### config.mk
export PLATFORM = sky130hd
export DESIGN_NAME = nna_iter_stage
export DESIGN_NICKNAME = d
export VERILOG_FILES = /design/src/rtl/core/nna_iter_stage.sv
export SDC_FILE = /design/constraint.sdc
export NUM_CORES = 2
export LEC_CHECK = 0
export BUFFER_PORTS_ARGS = -buffer_cell sky130_fd_sc_hd__buf_4
export CORE_ASPECT_RATIO = 1.5
export CORE_MARGIN = 4
export CORE_UTILIZATION = 50
export CTS_CLUSTER_SIZE = 28
export DETAILED_ROUTE_END_ITERATION = 7
export GPL_TIMING_DRIVEN = 0
export PLACE_DENSITY = 0.79
export SLEW_MARGIN = 10
export SYNTH_ARGS = -nofsm -noshare
export SYNTH_HDL_FRONTEND = slang
export SYNTH_SLANG_ARGS = --single-unit
### constraint.sdc
create_clock -name clk_i -period 1.9 [get_ports clk_i]
set_input_delay 0.19 -clock clk_i [delete_from_list [all_inputs] [get_ports clk_i]]
set_output_delay 0.19 -clock clk_i [all_outputs]
set_load 0.01 [all_outputs]
### src/rtl/core/nna_iter_stage.sv
`timescale 1ns / 1ps
// ----------------------------------------------------------------------------
// nna_iter_stage
// One registered stage: one restoring divide bit and, when IDX < EB, one
// square-and-multiply step of the power, with sideband carried along.
// ----------------------------------------------------------------------------
module nna_iter_stage #(
  parameter int W      = 32,
  parameter int IDX    = 0,
  parameter int EB     = 5,
  parameter int SIDE_W = 8
) (
  input  logic              clk_i,
  input  logic              rst_ni,
  input  logic              en_i,
  input  logic              valid_i,
  input  logic [SIDE_W-1:0] side_i,
  input  logic [W-1:0]      num_i,
  input  logic [W-1:0]      den_i,
  input  logic [W-1:0]      rem_i,
  input  logic [W-1:0]      quo_i,
  input  logic [W-1:0]      base_i,
  input  logic [W-1:0]      acc_i,
  input  logic [W-1:0]      cl_i,
  input  logic [EB-1:0]     expo_i,
  output logic              valid_o,
  output logic [SIDE_W-1:0] side_o,
  output logic [W-1:0]      num_o,
  output logic [W-1:0]      den_o,
  output logic [W-1:0]      rem_o,
  output logic [W-1:0]      quo_o,
  output logic [W-1:0]      base_o,
  output logic [W-1:0]      acc_o,
  output logic [W-1:0]      cl_o,
  output logic [EB-1:0]     expo_o
);

  logic [W:0]   trial;
  logic [W:0]   diff;
  logic [W-1:0] rem_d;
  logic [W-1:0] quo_d;
  logic [W-1:0] base_d;
  logic [W-1:0] acc_d;
  logic         valid_q;

  always_comb begin
    trial = {rem_i, num_i[W-1-IDX]};
    diff  = trial - {1'b0, den_i};
    if (!diff[W]) begin
      rem_d = diff[W-1:0];
      quo_d = quo_i | (W'(1) << (W-1-IDX));
    end else begin
      rem_d = trial[W-1:0];
      quo_d = quo_i;
    end
  end

  if (IDX < EB) begin : g_pow
    logic [2*W-1:0] sq;
    logic [2*W-1:0] pr;
    always_comb begin
      sq     = base_i * base_i;
      pr     = acc_i * base_i;
      base_d = (sq > {{W{1'b0}}, cl_i}) ? cl_i : sq[W-1:0];
      if (expo_i[IDX]) begin
        acc_d = (pr > {{W{1'b0}}, cl_i}) ? cl_i : pr[W-1:0];
      end else begin
        acc_d = acc_i;
      end
    end
  end else begin : g_pass
    always_comb begin
      base_d = base_i;
      acc_d  = acc_i;
    end
  end

  always_ff @(posedge clk_i or negedge rst_ni) begin
    if (!rst_ni) begin
      valid_q <= 1'b0;
    end else if (en_i) begin
      valid_q <= valid_i;
    end
  end

  always_ff @(posedge clk_i) begin
    if (en_i) begin
      side_o <= side_i;
      num_o  <= num_i;
      den_o  <= den_i;
      rem_o  <= rem_d;
      quo_o  <= quo_d;
      base_o <= base_d;
      acc_o  <= acc_d;
      cl_o   <= cl_i;
      expo_o <= expo_i;
    end
  end

  assign valid_o = valid_q;

endmodule

# ---- After elaboration in Yosys (flattened, before gate mapping)
# Cells that the tools add are included.
dict set report classes {
  addsub 1
  mul 2
  magnitude_cmp 2
  mux 4
}
# operator n
set op_table {}
lappend op_table {{64-bit by 32-bit greater-than comparator with 1-bit output} 2}
lappend op_table {{32-bit by 32-bit multiplier with 64-bit output} 2}
lappend op_table {{32-bit 2-to-1 mux} 4}
lappend op_table {{33-bit by 32-bit subtractor with 33-bit output} 1}
dict set report totals {
  reg_bits 238
  out_inout_bits 238
}

# ---- Logic depth before layout (Yosys ltp)
dict set report logic_depth {
  word_depth 4
  mapped_depth 43
}

# ---- Least setup slack after synthesis
# OpenSTA, ideal clock, no wires.
dict set report synth_timing {
  path_kind {input to register}
  from {in base_i[3]}
  to {reg base_o[22], data pin}
  setup_time_ns 0.262
  arrival_time_ns 9.865
  setup_slack_ns -8.228
  cell_stages 41
  n_path_buf 5
  path_cell_list {clkbuf_1 -> clkbuf_1 -> clkbuf_1 -> nand2_1 -> fa_1 -> inv_1 -> fa_1 -> inv_1 -> fa_1 -> fa_1 -> inv_1 -> fa_1 -> inv_1 -> fa_1 -> inv_1 -> fa_1 -> fa_1 -> ha_1 -> (+5 left out) -> nor3_1 -> nor2_1 -> xor2_1 -> ha_1 -> nand4_1 -> nor4_1 -> nand4_1 -> and3_1 -> a22o_1 -> a2111oi_0 -> nand4_1 -> or4_1 -> nor4_1 -> o2111ai_1 -> nor2_1 -> nand2_1 -> buf_2 -> mux2_1}
}
dict set report synth_via {
  elab_chain_len 3
}
# element line_no
set synth_rtl {}
lappend synth_rtl {{start: declaration} 22} ;# input logic [W-1:0] base_i,
lappend synth_rtl {{32-bit by 32-bit multiplier with 64-bit output (*)} 62} ;# sq = base_i * base_i;
lappend synth_rtl {{64-bit by 32-bit greater-than comparator with 1-bit output} 64} ;# base_d = (sq > {{W{1'b0}}, cl_i}) ? cl_i : sq[W-1:0];
lappend synth_rtl {{32-bit 2-to-1 mux (*)} 64}
lappend synth_rtl {{net base_d[22]} 42} ;# logic [W-1:0] base_d;
lappend synth_rtl {{end signal: assignment} 93} ;# base_o <= base_d;
lappend synth_rtl {{end: declaration} 32} ;# output logic [W-1:0] base_o,
# Mark *: on every way through the listed nets, which the timed path passes. The rest lies on a longest branch.
# A chain may end at the register's enable or synchronous reset.

# ---- Worst setup path after layout
dict set report layout_timing {
  from {in base_i[30]}
  to {reg acc_o[26], data pin}
}
dict set report layout_via {
  elab_chain_len 4
}
# element line_no
set layout_rtl {}
lappend layout_rtl {{32-bit by 32-bit multiplier with 64-bit output} 63} ;# pr = acc_i * base_i;
lappend layout_rtl {{64-bit by 32-bit greater-than comparator with 1-bit output} 66} ;# acc_d = (pr > {{W{1'b0}}, cl_i}) ? cl_i : pr[W-1:0];
lappend layout_rtl {{32-bit 2-to-1 mux} 66}
lappend layout_rtl {{32-bit 2-to-1 mux} 65} ;# if (expo_i[IDX]) begin
lappend layout_rtl {{net acc_d[26]} 43} ;# logic [W-1:0] acc_d;
lappend layout_rtl {{end signal: assignment} 94} ;# acc_o <= acc_d;
lappend layout_rtl {{end: declaration} 33} ;# output logic [W-1:0] acc_o,
# The timed path passes the listed nets, and every way through them passes these cells.

==> results.py <==
metrics = {
    "drt": {
        "routedWlPerCell_um": 32.5,
        "drt-total-wl_um": 344000,
        "vias": 65000,
        "detailedRoute.firstPassIterationCount": 7,
        "ant_nets": 0,
        "vias_per_cell": 6.13,
        "drt-initial-drc-count": 6047,
        "drc": 0,
    },
    "timing": {
        "final-setup-viol-count": 97,
        "hold_ws_ns": 0.0119,
        "clock.fmax_ghz": 0.0886,
        "finalHoldViolCount": 0,
        "worst_slack_ns": -9.39,
        "final_max_slew_viol_count": 12,
        "fin_crit_ns": 11.29,
        "period_share_pct": 594,
        "relSlewSlack_pct": -0.661,
        "worstMarginPinSlew_ns": 1.51,
        "rsz0062_at_grt": "yes",
        "clock_skew_ns": 0,
    },
    "min_path": {
        "hp-class": "primary input to flop",
        "hold_start": "rem_i[3]",
        "whs_path_depth": 2,
        "holdPathEnd": "rem_o[4]",
    },
    "setup_path": {
        "crit_path_start_kind": "primary input",
        "cp_max_fo": 10,
        "r2r_start": "valid_o",
        "reg2reg_depth": 1,
        "arrival_ns": 11.55,
        "crit_buf_inv": 12,
        "end_kind": "flop",
        "critical_path.max_stage_delay_ns": 0.87,
        "required_ns": 2.16,
        "r2r-end": "valid_o",
        "crit_type": "primary input to flop",
        "cp_common_cell": "fa_1",
        "reg2reg_slack_ns": 1.14,
        "critPathTopFamily": "adder cells",
        "cp_slowest_cell": "clkbuf_1",
    },
    "floorplan": {
        "initial_core_util_pct": 50.3,
        "pin_count": 479,
        "core_area_um2": 148000,
        "die_h_um": 481,
        "rows": 173,
        "die_w_um": 323,
        "die_area_um2": 155000,
    },
    "clock_network": {
        "cts_sinks": 238,
        "cts_buffers": 17,
        "root_buffer": "clkbuf_16",
        "htreeDepth": 1,
        "cts_tree": "done",
        "clk_latency_ns": 0.53,
        "clkTransAtPathRegs_ns": 0.09,
        "clock_path_buffers": 3,
    },
    "global_routing": {
        "overflow": 0,
        "antenna_found_initial": 69,
        "grt_max_degree": 123,
        "grt_use_total_pct": 44.5,
        "grt_pass1_wl_um": 480000,
        "grt_pass1_vias": 69400,
    },
    "yosys": {
        "synthesis.nets": 10400,
        "synth_cells": 7825,
        "syn_area_um2": 74500,
        "seq_area_frac_synth_pct": 9.59,
        "async_reset_ff_share_pct": 0.420,
        "synth_cell_type_count": 92,
        "synth_edf_count": 237,
        "synth.avg_cell_area_um2": 9.52,
        "synth_seq_cells": 238,
        "synth_flop_cell": "edfxtp_1",
        "yosys_warnings": 0,
    },
    "placed_design": {
        "numPortBuffers": 468,
        "hpwl_um": 272000,
        "place_area_um2": 81800,
        "gp_congestion": 1.11,
    },
    "run": {
        "max_cap_violations": 1,
    },
    "layout": {
        "drive_gt1_share_pct": 13.8,
        "num-nets-final": 11200,
        "syn_to_final_growth_pct": 17.7,
        "final_cell_mix": "inv_1, fa_1, nand2_1",
        "nFillCells": 12600,
        "register_area_um2": 7140,
        "final_cell_area_um2": 87700,
        "layout_commonest_cell": "inv_1",
        "multiInputGateArea_um2": 60600,
    },
    "status": {
        "status": "finished, violations left",
        "violations": "capacitance limit, slew limit, setup timing",
    },
}
[per-stage QoR]
stage	setup TNS, ns	setup slack [ns]	util [%]	cells
floorplan	-527.50	-7.47	-	7825
global placement	-1116.96	-14.66	55.2	10200
detailed placement	-910.22	-14.11	55.2	10200
CTS	-642.96	-9.07	58.1	10400
global route	-665.13	-9.50	59.1	10500
finish	-654.90	-9.39	59.2	10600
[state kept, by name (all words and copies together) (netlist names)]
name and flops:
acc_o 32, side_o 8, rem_o 32, valid_o 1, quo_o 32, num_o 32, den_o 32, base_o 32
cl_o 32, expo_o 5
[synth_stat cells, types with 20 or more instances]
| library cell | count | area share, % |
|---|---|---|
| inv_1 | 1867 | 9.4 |
| fa_1 | 1705 | 46 |
| nand2_1 | 923 | 4.7 |
| and2_1 | 663 | 5.6 |
| ha_1 | 632 | 11 |
| clkbuf_1 | 363 | 1.8 |
| nor2_1 | 249 | 1.3 |
| edfxtp_1 | 237 | 9.6 |
| a21oi_1 | 209 | 1.4 |
| o21ai_0 | 87 | 0.58 |
| xnor2_1 | 85 | 1.0 |
| a21o_1 | 83 | 0.84 |
| nand4_1 | 55 | 0.46 |
| nand3_1 | 45 | 0.30 |
| xor2_1 | 44 | 0.52 |
| mux2i_1 | 39 | 0.52 |
| mux2_1 | 34 | 0.51 |
| o21a_1 | 34 | 0.34 |
| nor3_1 | 31 | 0.21 |
| mux2_2 | 27 | 0.41 |
| nand2b_1 | 23 | 0.19 |
| nor2b_1 | 23 | 0.19 |
| o21bai_1 | 23 | 0.23 |
| a31oi_1 | 20 | 0.17 |
| nor4_1 | 20 | 0.17 |
[worst max path at each step]
| stage | startpoint | to | slack (ns) | cells after the start |
|---|---|---|---|---|
| floorplan | base_i[7] | acc_o[5] | -7.47 | 39 |
| global placement | acc_i[10] | acc_o[27] | -14.66 | 40 |
| detailed placement | base_i[22] | acc_o[27] | -14.11 | 40 |
| CTS | base_i[23] | base_o[22] | -9.07 | 36 |
| global route | base_i[2] | acc_o[26] | -9.50 | 45 |
| finish | base_i[30] | acc_o[26] | -9.39 | 40 |
[final cells by class]
class	count	area share [%]
Antenna cell	83	0.237
Buffer	380	3.82
Clock buffer	18	0.489
Clock inverter	11	0.137
Inverter	1879	8.12
Multi-Input combinational cell	5322	69.1
Sequential cell	238	8.15
Tap cell	1925	2.75
Timing Repair Buffer	739	7.22
[metal layers]
layer	wire, µm	vias to the layer above	share of wire, %	global-route usage, %
met5	104	-	0.030	0.156
met2	153000	5186	44	68.9
met4	50100	16	15	49.3
li1	-	25200	-	-
met1	98500	32400	29	43.0
met3	43100	2215	13	17.1
[repair_timing]
| action | in CTS | in global routing |
|---|---|---|
| pin swaps | 58 | 55 |
| setup buffers | 44 | 67 |
| gates resized for setup | 428 | 245 |
| hold buffers | 151 | 0 |
| gates cloned | 3 | 3 |
| endpoints found under the hold margin | 152 | 0 |
| endpoints found under the setup margin | 97 | 97 |
[cell families after synthesis]
kind of cell	Yosys count	synth area share, %
adder cells (fa/ha/maj)	2337	56.4
multiplexers	100	1.45
buffers and inverters	2265	11.5
XOR/XNOR	129	1.52
flip-flops	238	9.59
AND/OR/NAND/NOR	2120	13.9
AO/OA/AOI/OAI	636	5.66
Power is left out: the tool's default activity adds up to more than one toggle a clock period on the data nets, which glitch-free logic cannot reach.
